===== src/rtl/core/xild_pkg.sv =====
// Shared types, constants and opcode tables for the x86 length decoder.
package xild_pkg;

   localparam int MAX_LENGTH = 15;
   localparam int LEN_W      = 4;
   localparam int CNT_W      = 3;

   localparam logic [7:0] PFX_LOCK  = 8'hF0;
   localparam logic [7:0] PFX_REPNE = 8'hF2;
   localparam logic [7:0] PFX_REP   = 8'hF3;
   localparam logic [7:0] PFX_OPSZ  = 8'h66;
   localparam logic [7:0] PFX_ADSZ  = 8'h67;
   localparam logic [7:0] PFX_FS    = 8'h64;
   localparam logic [7:0] PFX_GS    = 8'h65;
   localparam logic [7:0] OP_ESC    = 8'h0F;

   localparam logic [1:0] MOD_REG  = 2'b11;
   localparam logic [1:0] MOD_D8   = 2'b01;
   localparam logic [1:0] MOD_D32  = 2'b10;
   localparam logic [2:0] RM_SIB   = 3'b100;
   localparam logic [2:0] RM_RIP   = 3'b101;

   typedef struct packed {
      logic [LEN_W-1:0] instr_length;
      logic             rel_present;
      logic [LEN_W-1:0] rel_offset;
      logic             too_long;
   } rsp_type;

   // opcode class: ModRM follows, immediate size, 4-byte relative field,
   // 2-byte branch offset (0F 8x after 66)
   typedef struct packed {
      logic             modrm;
      logic [CNT_W-1:0] imm;
      logic             rel;
      logic             short_disp;
   } opc_type;

   function automatic logic is_prefix(input logic [7:0] b);
      return b == PFX_LOCK || b == PFX_REPNE || b == PFX_REP || b == PFX_OPSZ ||
             b == PFX_ADSZ || b == PFX_FS || b == PFX_GS;
   endfunction

   function automatic opc_type class_one(input logic [7:0] op, input logic size_pfx);
      opc_type          c;
      logic [CNT_W-1:0] wide;
      c    = '0;
      wide = size_pfx ? 3'd2 : 3'd4;
      if (op < 8'h40 && op[2:0] <= 3'd5) begin
         if (op[2:0] < 3'd4) c.modrm = 1'b1;
         else if (op[2:0] == 3'd4) c.imm = 3'd1;
         else c.imm = wide;
      end else if ((op >= 8'h70 && op <= 8'h7F) || (op >= 8'hB0 && op <= 8'hB7) ||
                   op == 8'h6A || op == 8'hCD || op == 8'hEB) begin
         c.imm = 3'd1;
      end else if ((op >= 8'hB8 && op <= 8'hBF) || op == 8'h68 ||
                   op == 8'hA8 || op == 8'hA9) begin
         c.imm = wide;
      end else if (op == 8'hC2 || op == 8'hC8 || op == 8'hCA) begin
         c.imm = 3'd2;
      end else if (op == 8'h6B || op == 8'h80 || op == 8'h82 || op == 8'h83 ||
                   op == 8'hC0 || op == 8'hC1 || op == 8'hC6) begin
         c.modrm = 1'b1;
         c.imm   = 3'd1;
      end else if (op == 8'h81 || op == 8'hC7) begin
         c.modrm = 1'b1;
         c.imm   = wide;
      end else if ((op >= 8'h84 && op <= 8'h8F) || op == 8'h69 || op == 8'hD9 ||
                   op == 8'hDB || op == 8'hFE || op == 8'hFF) begin
         c.modrm = 1'b1;
      end else if ((op >= 8'hA0 && op <= 8'hA3) || op == 8'hE8 || op == 8'hE9) begin
         c.rel = 1'b1;
      end
      return c;
   endfunction

   function automatic opc_type class_two(input logic [7:0] op, input logic size_pfx);
      opc_type c;
      c = '0;
      if (op >= 8'h80 && op <= 8'h8F) begin
         if (size_pfx) c.short_disp = 1'b1;
         else c.rel = 1'b1;
      end else if (op == 8'h1F || (op >= 8'h90 && op <= 8'h9F) ||
                   op == 8'hB6 || op == 8'hB7) begin
         c.modrm = 1'b1;
      end else if (op == 8'hBA) begin
         c.modrm = 1'b1;
         c.imm   = 3'd1;
      end
      return c;
   endfunction

endpackage


===== src/rtl/core/xild_in_stage.sv =====
// Input register for code bytes.
module xild_in_stage
   import xild_pkg::*;
(
   input  logic       clock,
   input  logic       reset,
   input  logic       req_valid,
   output logic       req_ready,
   input  logic [7:0] req_code_byte,
   output logic       byte_valid,
   output logic [7:0] byte_data,
   input  logic       byte_take
);

   logic       valid_ff, valid_in;
   logic [7:0] byte_ff;

   assign req_ready  = !valid_ff || byte_take;
   assign valid_in   = (req_valid && req_ready) || (valid_ff && !byte_take);
   assign byte_valid = valid_ff;
   assign byte_data  = byte_ff;

   always_ff @(posedge clock) begin
      if (reset) begin
         valid_ff <= 1'b0;
      end else begin
         valid_ff <= valid_in;
      end
      if (req_valid && req_ready) begin
         byte_ff <= req_code_byte;
      end
   end

endmodule


===== src/rtl/core/xild_step.sv =====
// Per-byte decode state and next-state logic.
module xild_step
   import xild_pkg::*;
(
   input  logic       clock,
   input  logic       reset,
   input  logic       byte_valid,
   input  logic [7:0] byte_data,
   input  logic       out_free,
   output logic       byte_take,
   output logic       rsp_load,
   output rsp_type    rsp_data
);

   typedef enum logic [2:0] {
      PH_LEAD, PH_OP2, PH_MODRM, PH_SIB, PH_DISP, PH_IMM
   } phase_type;

   typedef struct packed {
      phase_type        phase;
      logic [CNT_W-1:0] left;
      logic             done;
   } tail_type;

   function automatic tail_type enter_tail(input logic [CNT_W-1:0] disp,
                                           input logic [CNT_W-1:0] imm,
                                           input phase_type cur);
      tail_type t;
      t.phase = cur;
      t.left  = '0;
      t.done  = 1'b0;
      if (disp != '0) begin
         t.phase = PH_DISP;
         t.left  = disp;
      end else if (imm != '0) begin
         t.phase = PH_IMM;
         t.left  = imm;
      end else begin
         t.done = 1'b1;
      end
      return t;
   endfunction

   phase_type        phase_ff, phase_in;
   logic             size_ff, size_in;
   logic             modrm_ff, modrm_in;
   logic [CNT_W-1:0] imm_ff, imm_in;
   logic [CNT_W-1:0] left_ff, left_in;
   logic [CNT_W-1:0] disp_ff, disp_in;
   logic [LEN_W-1:0] length_ff, length_in;
   logic             rel_ff, rel_in;
   logic [LEN_W-1:0] relpos_ff, relpos_in;

   phase_type        ph_v;
   logic             size_v, modrm_v, rel_v, done;
   logic [CNT_W-1:0] imm_v, left_v, disp_v, left_dec;
   logic [LEN_W-1:0] len, relpos_v;
   logic             emit;
   opc_type          cls;
   tail_type         tl;

   always_comb begin
      ph_v     = phase_ff;
      size_v   = size_ff;
      modrm_v  = modrm_ff;
      imm_v    = imm_ff;
      left_v   = left_ff;
      disp_v   = disp_ff;
      rel_v    = rel_ff;
      relpos_v = relpos_ff;
      done     = 1'b0;
      len      = length_ff + 1'b1;
      left_dec = (left_ff != '0) ? left_ff - 1'b1 : left_ff;
      cls      = '0;
      tl       = '0;
      case (phase_ff)
         PH_OP2, PH_LEAD: begin
            if (phase_ff == PH_OP2) begin
               cls = class_two(byte_data, size_ff);
            end else begin
               cls = class_one(byte_data, size_ff);
            end
            if (phase_ff == PH_LEAD && is_prefix(byte_data)) begin
               if (byte_data == PFX_OPSZ) size_v = 1'b1;
            end else if (phase_ff == PH_LEAD && byte_data == OP_ESC) begin
               ph_v = PH_OP2;
            end else begin
               if (cls.modrm) modrm_v = 1'b1;
               if (cls.imm != '0) imm_v = cls.imm;
               if (cls.short_disp) disp_v = 3'd2;
               if (cls.rel) begin
                  rel_v    = 1'b1;
                  relpos_v = len;
                  disp_v   = 3'd4;
               end
               if (modrm_v) begin
                  ph_v = PH_MODRM;
               end else begin
                  tl     = enter_tail(disp_v, imm_v, phase_ff);
                  ph_v   = tl.phase;
                  left_v = (tl.done) ? left_v : tl.left;
                  done   = tl.done;
               end
            end
         end
         PH_MODRM: begin
            modrm_v = 1'b0;
            if (byte_data[7:6] != MOD_REG) begin
               if (byte_data[7:6] == MOD_D8) disp_v = 3'd1;
               else if (byte_data[7:6] == MOD_D32) disp_v = 3'd4;
               else if (byte_data[2:0] == RM_RIP) begin
                  rel_v    = 1'b1;
                  relpos_v = len;
                  disp_v   = 3'd4;
               end
            end
            if (byte_data[7:6] != MOD_REG && byte_data[2:0] == RM_SIB) begin
               ph_v = PH_SIB;
            end else begin
               tl     = enter_tail(disp_v, imm_v, phase_ff);
               ph_v   = tl.phase;
               left_v = (tl.done) ? left_v : tl.left;
               done   = tl.done;
            end
         end
         PH_SIB: begin
            tl     = enter_tail(disp_v, imm_v, phase_ff);
            ph_v   = tl.phase;
            left_v = (tl.done) ? left_v : tl.left;
            done   = tl.done;
         end
         PH_DISP: begin
            left_v = left_dec;
            if (left_dec == '0) begin
               disp_v = '0;
               tl     = enter_tail('0, imm_v, phase_ff);
               ph_v   = tl.phase;
               left_v = (tl.done) ? left_v : tl.left;
               done   = tl.done;
            end
         end
         PH_IMM: begin
            left_v = left_dec;
            done   = (left_dec == '0);
         end
         default: begin
            ph_v = PH_LEAD;
         end
      endcase
      emit = done || (len >= LEN_W'(MAX_LENGTH));
   end

   // a byte that ends an instruction needs room in the result register
   assign byte_take = byte_valid && (!emit || out_free);
   assign rsp_load  = byte_take && emit;

   assign rsp_data.instr_length = len;
   assign rsp_data.rel_present  = rel_v;
   assign rsp_data.rel_offset   = rel_v ? relpos_v : '0;
   assign rsp_data.too_long     = !done;

   always_comb begin
      if (emit) begin
         phase_in  = PH_LEAD;
         size_in   = 1'b0;
         modrm_in  = 1'b0;
         imm_in    = '0;
         left_in   = '0;
         disp_in   = '0;
         length_in = '0;
         rel_in    = 1'b0;
         relpos_in = '0;
      end else begin
         phase_in  = ph_v;
         size_in   = size_v;
         modrm_in  = modrm_v;
         imm_in    = imm_v;
         left_in   = left_v;
         disp_in   = disp_v;
         length_in = len;
         rel_in    = rel_v;
         relpos_in = relpos_v;
      end
   end

   always_ff @(posedge clock) begin
      if (reset) begin
         phase_ff  <= PH_LEAD;
         size_ff   <= 1'b0;
         modrm_ff  <= 1'b0;
         imm_ff    <= '0;
         left_ff   <= '0;
         disp_ff   <= '0;
         length_ff <= '0;
         rel_ff    <= 1'b0;
         relpos_ff <= '0;
      end else if (byte_take) begin
         phase_ff  <= phase_in;
         size_ff   <= size_in;
         modrm_ff  <= modrm_in;
         imm_ff    <= imm_in;
         left_ff   <= left_in;
         disp_ff   <= disp_in;
         length_ff <= length_in;
         rel_ff    <= rel_in;
         relpos_ff <= relpos_in;
      end
   end

endmodule


===== src/rtl/core/xild_out_stage.sv =====
// Result register for completed instructions.
module xild_out_stage
   import xild_pkg::*;
(
   input  logic             clock,
   input  logic             reset,
   input  logic             rsp_load,
   input  rsp_type          rsp_data,
   output logic             out_free,
   output logic             rsp_valid,
   input  logic             rsp_ready,
   output logic [LEN_W-1:0] rsp_instr_length,
   output logic             rsp_rel_present,
   output logic [LEN_W-1:0] rsp_rel_offset,
   output logic             rsp_too_long
);

   logic    valid_ff, valid_in;
   rsp_type data_ff;

   assign out_free = !valid_ff || rsp_ready;
   assign valid_in = rsp_load || (valid_ff && !rsp_ready);

   always_ff @(posedge clock) begin
      if (reset) begin
         valid_ff <= 1'b0;
      end else begin
         valid_ff <= valid_in;
      end
      if (rsp_load) begin
         data_ff <= rsp_data;
      end
   end

   assign rsp_valid        = valid_ff;
   assign rsp_instr_length = data_ff.instr_length;
   assign rsp_rel_present  = data_ff.rel_present;
   assign rsp_rel_offset   = data_ff.rel_offset;
   assign rsp_too_long     = data_ff.too_long;

endmodule


===== src/rtl/core/x86_instruction_length_decoder_unit.sv =====
// The last byte of an instruction is registered in the input register, then its result
// in the result register. Throughput: one code byte per cycle while nothing stalls; the
// decode state steps once per byte in a combinational next-state loop between them.
// A byte ending an instruction waits only while the result register is still held.
// Reset (synchronous): decoder returns to the prefix/opcode phase, both registers empty.
module x86_instruction_length_decoder_unit
   import xild_pkg::*;
(
   input  logic             clock,
   input  logic             reset,
   input  logic             req_valid,
   output logic             req_ready,
   input  logic [7:0]       req_code_byte,
   output logic             rsp_valid,
   input  logic             rsp_ready,
   output logic [LEN_W-1:0] rsp_instr_length,
   output logic             rsp_rel_present,
   output logic [LEN_W-1:0] rsp_rel_offset,
   output logic             rsp_too_long
);

   logic       byte_valid, byte_take, out_free, rsp_load;
   logic [7:0] byte_data;
   rsp_type    rsp_data;

   xild_in_stage u_in (
      .clock         (clock),
      .reset         (reset),
      .req_valid     (req_valid),
      .req_ready     (req_ready),
      .req_code_byte (req_code_byte),
      .byte_valid    (byte_valid),
      .byte_data     (byte_data),
      .byte_take     (byte_take)
   );

   xild_step u_step (
      .clock      (clock),
      .reset      (reset),
      .byte_valid (byte_valid),
      .byte_data  (byte_data),
      .out_free   (out_free),
      .byte_take  (byte_take),
      .rsp_load   (rsp_load),
      .rsp_data   (rsp_data)
   );

   xild_out_stage u_out (
      .clock            (clock),
      .reset            (reset),
      .rsp_load         (rsp_load),
      .rsp_data         (rsp_data),
      .out_free         (out_free),
      .rsp_valid        (rsp_valid),
      .rsp_ready        (rsp_ready),
      .rsp_instr_length (rsp_instr_length),
      .rsp_rel_present  (rsp_rel_present),
      .rsp_rel_offset   (rsp_rel_offset),
      .rsp_too_long     (rsp_too_long)
   );

endmodule


===== config.mk =====
export PLATFORM = sky130hd
export DESIGN_NAME = x86_instruction_length_decoder_unit
export DESIGN_NICKNAME = d
export VERILOG_FILES = /design/src/rtl/core/xild_pkg.sv /design/src/rtl/core/xild_in_stage.sv /design/src/rtl/core/xild_step.sv /design/src/rtl/core/xild_out_stage.sv /design/src/rtl/core/x86_instruction_length_decoder_unit.sv
export SDC_FILE = /design/constraint.sdc
export NUM_CORES = 1
export LEC_CHECK = 0
export ABC_AREA = 1
export BUFFER_PORTS_ARGS = -buffer_cell sky130_fd_sc_hd__buf_2
export CAP_MARGIN = 5
export CORE_ASPECT_RATIO = 0.5
export CORE_MARGIN = 4
export CORE_UTILIZATION = 30
export CTS_BUF_LIST = sky130_fd_sc_hd__clkbuf_2
export CTS_CLUSTER_SIZE = 12
export DETAILED_ROUTE_END_ITERATION = 7
export GPL_TIMING_DRIVEN = 0
export PLACE_DENSITY_LB_ADDON = 0.25
export SLEW_MARGIN = 10
export SYNTH_ARGS = -nofsm -noshare
export SYNTH_HDL_FRONTEND = slang
export SYNTH_SLANG_ARGS = --single-unit

===== constraint.sdc =====
create_clock -name clock -period 3.21 [get_ports clock]
set_input_delay 0.642 -clock clock [delete_from_list [all_inputs] [get_ports clock]]
set_output_delay 0.642 -clock clock [all_outputs]
set_load 0.01 [all_outputs]

Word-level counts from Yosys, hierarchy flattened
Cells that the tools add are included.
{"block": "classes", "addsub": 2, "order_cmp": 17, "n_eq_ne": 59, "mux": 130, "reduce_logical": 82}
{"operator": "$eq A8 B8 Y1 const B", "n": 27}
{"operator": "$mux W3", "n": 47}
{"operator": "$eq A8 B7 Y1 const B", "n": 8}
{"operator": "$mux W1", "n": 53}
{"operator": "$mux W4", "n": 13}
{"operator": "$ge A8 B8 Y1 const B", "n": 6}
{"operator": "$mux W6", "n": 7}
{"operator": "$le A8 B8 Y1 const B", "n": 5}
{"operator": "$logic_or A1 B1 Y1", "n": 38}
{"operator": "$pmux W3 S5", "n": 2}
{"operator": "$reduce_bool A3 Y1", "n": 8}
{"operator": "$ne A3 B2 Y1 const B", "n": 7}
{"operator": "$logic_and A1 B1 Y1", "n": 16}
{"operator": "$mux W7", "n": 2}
{"operator": "$eq A3 B3 Y1 const B", "n": 4}
{"operator": "$reduce_and A4 Y1", "n": 3}
{"operator": "$reduce_and A5 Y1", "n": 2}
{"operator": "$pmux W3 S3", "n": 1}
{"operator": "$reduce_and A9 Y1", "n": 1}
{"operator": "$eq A8 B4 Y1 const B", "n": 1}
{"operator": "$eq A8 B5 Y1 const B", "n": 1}
{"operator": "$ge A8 B7 Y1 const B", "n": 1}
{"operator": "$le A8 B7 Y1 const B", "n": 1}
{"operator": "$lt A8 B7 Y1 const B", "n": 1}
{"operator": "23 further kinds", "n": 35}
{"block": "word_totals", "ff_bits": 43, "wordCells": 306}

Longest topological paths before layout
{"block": "depth", "depth_word": 39, "depth_mapped": 23}

Hierarchy
Synthesis repeated with hierarchy kept, for this count alone.
{"block": "unflattened", "hier_cells": 487, "hier_area_um2": 3219.3}
{"module": "xild_step", "instances": 1, "cells_each": 458, "area_per_inst_um2": 2588.7}
{"module": "xild_out_stage", "instances": 1, "cells_each": 15, "area_per_inst_um2": 342.8}
{"module": "xild_in_stage", "instances": 1, "cells_each": 14, "area_per_inst_um2": 287.8}

Worst setup path before layout
Ideal clock, no wire load.
{"block": "synth_timing", "kind": "flip-flop to output port", "from": "register u_in.byte_ff[6], in the netlist u_in.byte_data[6]", "to": "output port req_ready", "arrival_time_ns": 2.125, "slack_ns": 0.443, "path_stages_with_launch": 14, "cell_sequence": "edfxtp_1 -> inv_2 -> nand2_2 -> nor2_2 -> inv_2 -> nor3_2 -> inv_2 -> a21oi_4 -> nand3_2 -> nor2_4 -> nand4_4 -> nand3_4 -> buf_4 -> nand3_1"}
{"block": "synth_between", "elab_chain_cells": 35, "word_cells_on_any_way": 163, "classes_between": "order compare (14); eq/ne (40); mux (57); reduce/logical (52)"}
{"element": "start: declaration", "line_no": "xild_in_stage.sv:16", "text": "logic [7:0] byte_ff;"}
{"element": "start signal: assignment", "line_no": "xild_in_stage.sv:30", "text": "byte_ff <= req_code_byte;"}
{"element": "$ge A8 B8 Y1 (tied with other cells)", "line_no": "xild_pkg.sv:68", "text": "end else if ((op >= 8'h84 && op <= 8'h8F) || op == 8'h69 || op == 8'hD9 ||"}
{"element": "$logic_and A1 B1 Y1 / $logic_or A1 B1 Y1 (equally long branches)", "line_no": "xild_pkg.sv:68, xild_pkg.sv:61"}
{"element": "$logic_or A1 B1 Y1, on equally long branches (3 in a row)", "line_no": "xild_pkg.sv:68, xild_pkg.sv:61"}
{"element": "$logic_or A1 B1 Y1, on equally long branches (2 in a row)", "line_no": "xild_pkg.sv:69, xild_pkg.sv:62"}
{"element": "$mux W1 / $mux W4 (equally long branches)", "line_no": "xild_pkg.sv:68, xild_pkg.sv:61"}
{"element": "$mux W1 / $mux W3 (equally long branches)", "line_no": "xild_pkg.sv:65, xild_pkg.sv:59"}
{"element": "$mux W1 / $mux W3 (equally long branches)", "line_no": "xild_pkg.sv:61, xild_pkg.sv:56"}
{"element": "$mux W1 / $mux W3 (equally long branches)", "line_no": "xild_pkg.sv:59, xild_pkg.sv:53"}
{"element": "[... 16 more ...]"}
{"element": "$mux W1", "line_no": "xild_step.sv:85", "text": "end else if (phase_ff == PH_LEAD && byte_data == OP_ESC) begin"}
{"element": "$mux W1", "line_no": "xild_step.sv:83", "text": "if (phase_ff == PH_LEAD && is_prefix(byte_data)) begin"}
{"element": "$pmux W1 S5 (*)", "line_no": "xild_step.sv:76", "text": "case (phase_ff)"}
{"element": "$logic_or A1 B1 Y1 (*)", "line_no": "xild_step.sv:150", "text": "emit = done || (len >= LEN_W'(MAX_LENGTH));"}
{"element": "$logic_not A1 Y1 (*)", "line_no": "xild_step.sv:154", "text": "assign byte_take = byte_valid && (!emit || out_free);"}
{"element": "$logic_or A1 B1 Y1 (*)", "line_no": "xild_step.sv:154"}
{"element": "$logic_and A1 B1 Y1 (*)", "line_no": "xild_step.sv:154"}
{"element": "$logic_or A1 B1 Y1 (*)", "line_no": "xild_in_stage.sv:18", "text": "assign req_ready = !valid_ff || byte_take;"}
{"element": "end: declaration", "line_no": "x86_instruction_length_decoder_unit.sv:12", "text": "output logic req_ready,"}
Every way passes the cells marked *; elsewhere a longest branch is shown, timed or not. The select of a mux whose other input is x is not followed.

Final worst setup path
Ends and elaborated chain as after synthesis.

==> impl_results.md <==
* First-pass GRT wire length at 16080 microns
* Share of layout cells above drive strength 1 at 26.60%
* Cell Area, Placed at 3531 sq um
* Worst slack at placement at -0.1081 ns
* Number of vias per cell at 4.933
* Hold-fix buffers, CTS at 0
* Max-cap violations at 0
* DR DRC count at 0
* Post-synth top cells: nand2_1 (129), nor2_1 (68), inv_1 (65), nand3_1 (39), a21oi_1 (38)
* Fmax at 0.3042 GHz
* Clk slew on worst S/H paths at 0.23 ns
* Slew margin rel. at 60.53%
* DRT Pass-1 Iters at 5
* Hold/Removal Path Class: in -> reg
* R2R Setup Slk at 0.24 ns
* Sequential element share of the synthesized area at 32.12%
* Congestion Overflow GR at 0
* Clk sinks at 43
* Placer congestion estimate at 0.9459
* YS warnings at 0
* Largest net degree at the start of global routing at 15
* Count leader, synth: nand2_1
* VDD IR-drop max at 0.2706 mV
* Min Tclk post-route at 3.287 ns
* DR iter-0 viols at 290
* Post-synth top area cell: edfxtp_1
* Static Leak at 1.896 nW
* Multiplexer share of the synthesized area at 0%
* Fin Setup TNS at -0.07746 ns
* CP Launch Point: u_in.byte_data[6]$_DFFE_PP_
* Main synth FF type: dfxtp_1
* Synth area leaders: edfxtp_1 (17%), dfxtp_1 (15%), nand2_1 (15%)
* Area Growth Syn to Fin at 27.41%
* Die width at 155.0 microns
* Final net count at 579
* Mapped Cells at 497
* Fraction of the mapped netlist area in simple logic gates at 40.39%
* Ports at 24
* Critical Path Sink Type: output pin
* FFs w/ async S/R, synth at 0%
* Top-area cell type share of the netlist area at 16.68%
* PwrDens at 455.7 nW/um^2
* Post-Synth XOR/XNOR Area at 0.8108%
* Final Skew at 0.01706 ns
* GRT Util Overall at 15.85%
* Final Hold Slack at 0.3614 ns
* CTS Buffer Depth at 2
* FF-to-FF End: u_out.rsp_rel_offset[0]$_SDFFCE_PN0P_
* Fin cells at 705
* H-tree Lvls at 2
* Post-Place Cells at 660
* Core Box Area at 10380 sq um
* Worst-path cell chain: inv_2 -> nand2_4 -> nor2_4 -> inv_2 -> o21ai_2 -> nand2_4 -> o21ai_2 -> nand3_2 -> nor2_4 -> nand4_4 -> nand3_4 -> nand3_4 -> buf_6
* CP Data Required Time at 2.57 ns
* Post-Synthesis Net Count at 513
* Status: finished with violations
* Yosys reg bits at 43
* Compound-Gate Fraction of Synth Area at 14.48%
* Critical path class: reg -> out
* Worst skew pair latency at 0.44 ns
* Number of synthesized flops with an enable pin at 18
* # setup viols final at 1
* Routed vias at 3478
* # rows at 26
* Unrepaired setup endpoints after global routing: yes
* Slew Viols, Final at 0
* CP startpoint kind: flip-flop
* Mapped Avg Cell Area at 6.520 sq um
* CP max stage cell: edfxtp_1
* Final Cycle Share at 102.4%
* Drt wl/cell at 13.96 microns
* Final wirelength at 9840 microns
* Reg2Reg Launch Point: u_in.byte_data[6]$_DFFE_PP_
* Adder-cell area share of the yosys netlist at 1.544%
* Synth unique cells at 46
* Largest stage delay, worst path at 0.56 ns
* Worst-margin pin slew at 0.5875 ns
* Final hold vios at 0
* Post-DP HPWL at 7183 microns
* Starting density of the core at 31.23%
* Worst setup path end: req_ready
* Crit path max fanout at 5
* R2R cell count at 14
* Main combinational cell family by area after synthesis: simple AND/OR/NAND/NOR gates
* Crit path DAT at 2.65 ns
* Vias in the first global route at 3247
* I/O Buffers at 23
* Number of buffers created by CTS at 5
* CTS tree: done
* Die Area at 12630 sq um
* Die Ht at 81.49 microns
* Root buf cell: clkbuf_2
* Failing checks: setup timing
* PnR worst setup slack at -0.07746 ns
* Final instance area at 4129 sq um
* ANT nets after route at 0
* Initial antenna violation count at 1
* Synth Cell Area at 3241 sq um
## worst max-delay path: cells and delay by family (launching register included)
family | cells | cell delay, ns
compound gates | 2 | 0.29
buf+inv | 3 | 0.37
flops | 1 | 0.56
simple gates | 8 | 1.01
## layer usage
layer  vias to the layer above  track usage, %  share of wire [%]
met2                        94           26.58                 45
met4                         0           3.172                1.2
met1                      1597           21.70                 48
met5                         -               0                  0
met3                        17           2.842                5.9
li1                       1770               -                  -
## metrics by stage
step	utilization (%)	power, mW
2_1_floorplan	-	1.234
3_3_place_gp	34.02	1.413
3_5_place_dp	34.02	1.414
4_1_cts	38.81	1.844
5_1_grt	39.79	2.022
6_report	39.79	1.881
## logic make-up (layout without fill, tap and decap cells)
family	Yosys count	after routing
DFF	43	43
xor gates and xnor gates	3	3
and+or+nand+nor	284	284
AOI/OAI and AO/OA	76	76
other	0	1
buffers and inverters	87	154
adders and majority gates	4	4
## registers in the layout, indices dropped and copies added, names as in the netlist
register / cells
u_step.disp_ff: 3
u_step.length_ff: 4
u_step.left_ff: 3
u_step.rel_ff: 1
u_out.rsp_rel_present: 1
u_step.imm_ff: 3
u_step.modrm_ff: 1
u_in.byte_data: 8
u_step.relpos_ff: 4
u_out.rsp_instr_length: 4
u_step.size_ff: 1
u_out.rsp_rel_offset: 4
u_out.rsp_valid: 1
u_step.phase_ff: 3
u_out.rsp_too_long: 1
u_in.byte_valid: 1
## power breakdown
part	internal, mW	leakage (nW)	switching [mW]	total [mW]
Combinational	0.318	1.48	0.568	0.886
Sequential	0.625	0.373	0.0404	0.665
Clock	0.132	0.0410	0.198	0.330
Total	1.08	1.90	0.806	1.88
## layout by cell type (no fill, tap or decap), types with 16 or more instances in the layout
master    instances
nand3_1          31
nand4_1          16
a21oi_1          38
nand2_1         116
nor2_1           60
buf_4            32
dfxtp_1          25
buf_2            23
edfxtp_1         18
inv_1            59
## cell type report
class                      count  area [sq um]
clock inverter                 3         42.54
antenna                        1         2.502
multi-input combinational    367          2062
inverter                      79         312.8
clock buffer                   5         25.02
tap                          140         175.2
fill                        1098          6248
timing repair buffer          60         421.7
buffer                         7         46.29
sequential                    43          1041
## worst min path at each step
stage	start	endpoint	cells after the start
6_report	req_code_byte[4]	u_in.byte_data[4]$_DFFE_PP_	1
5_1_grt	req_code_byte[7]	u_in.byte_data[7]$_DFFE_PP_	1
4_1_cts	req_code_byte[4]	u_in.byte_data[4]$_DFFE_PP_	1
3_5_place_dp	u_step.relpos_ff[1]$_SDFFE_PP0P_	u_step.relpos_ff[1]$_SDFFE_PP0P_	2
3_3_place_gp	u_step.relpos_ff[1]$_SDFFE_PP0P_	u_step.relpos_ff[1]$_SDFFE_PP0P_	2
2_1_floorplan	u_step.rel_ff$_SDFFE_PP0P_	u_step.rel_ff$_SDFFE_PP0P_	2
## timing repair
action,in CTS,in global routing
pin swaps,24,16
cloned,0,0
endpoints found under the setup margin,1,17
setup buffers,30,7
resized for setup,58,12
Note: power is estimated with default switching activity, not from simulation.
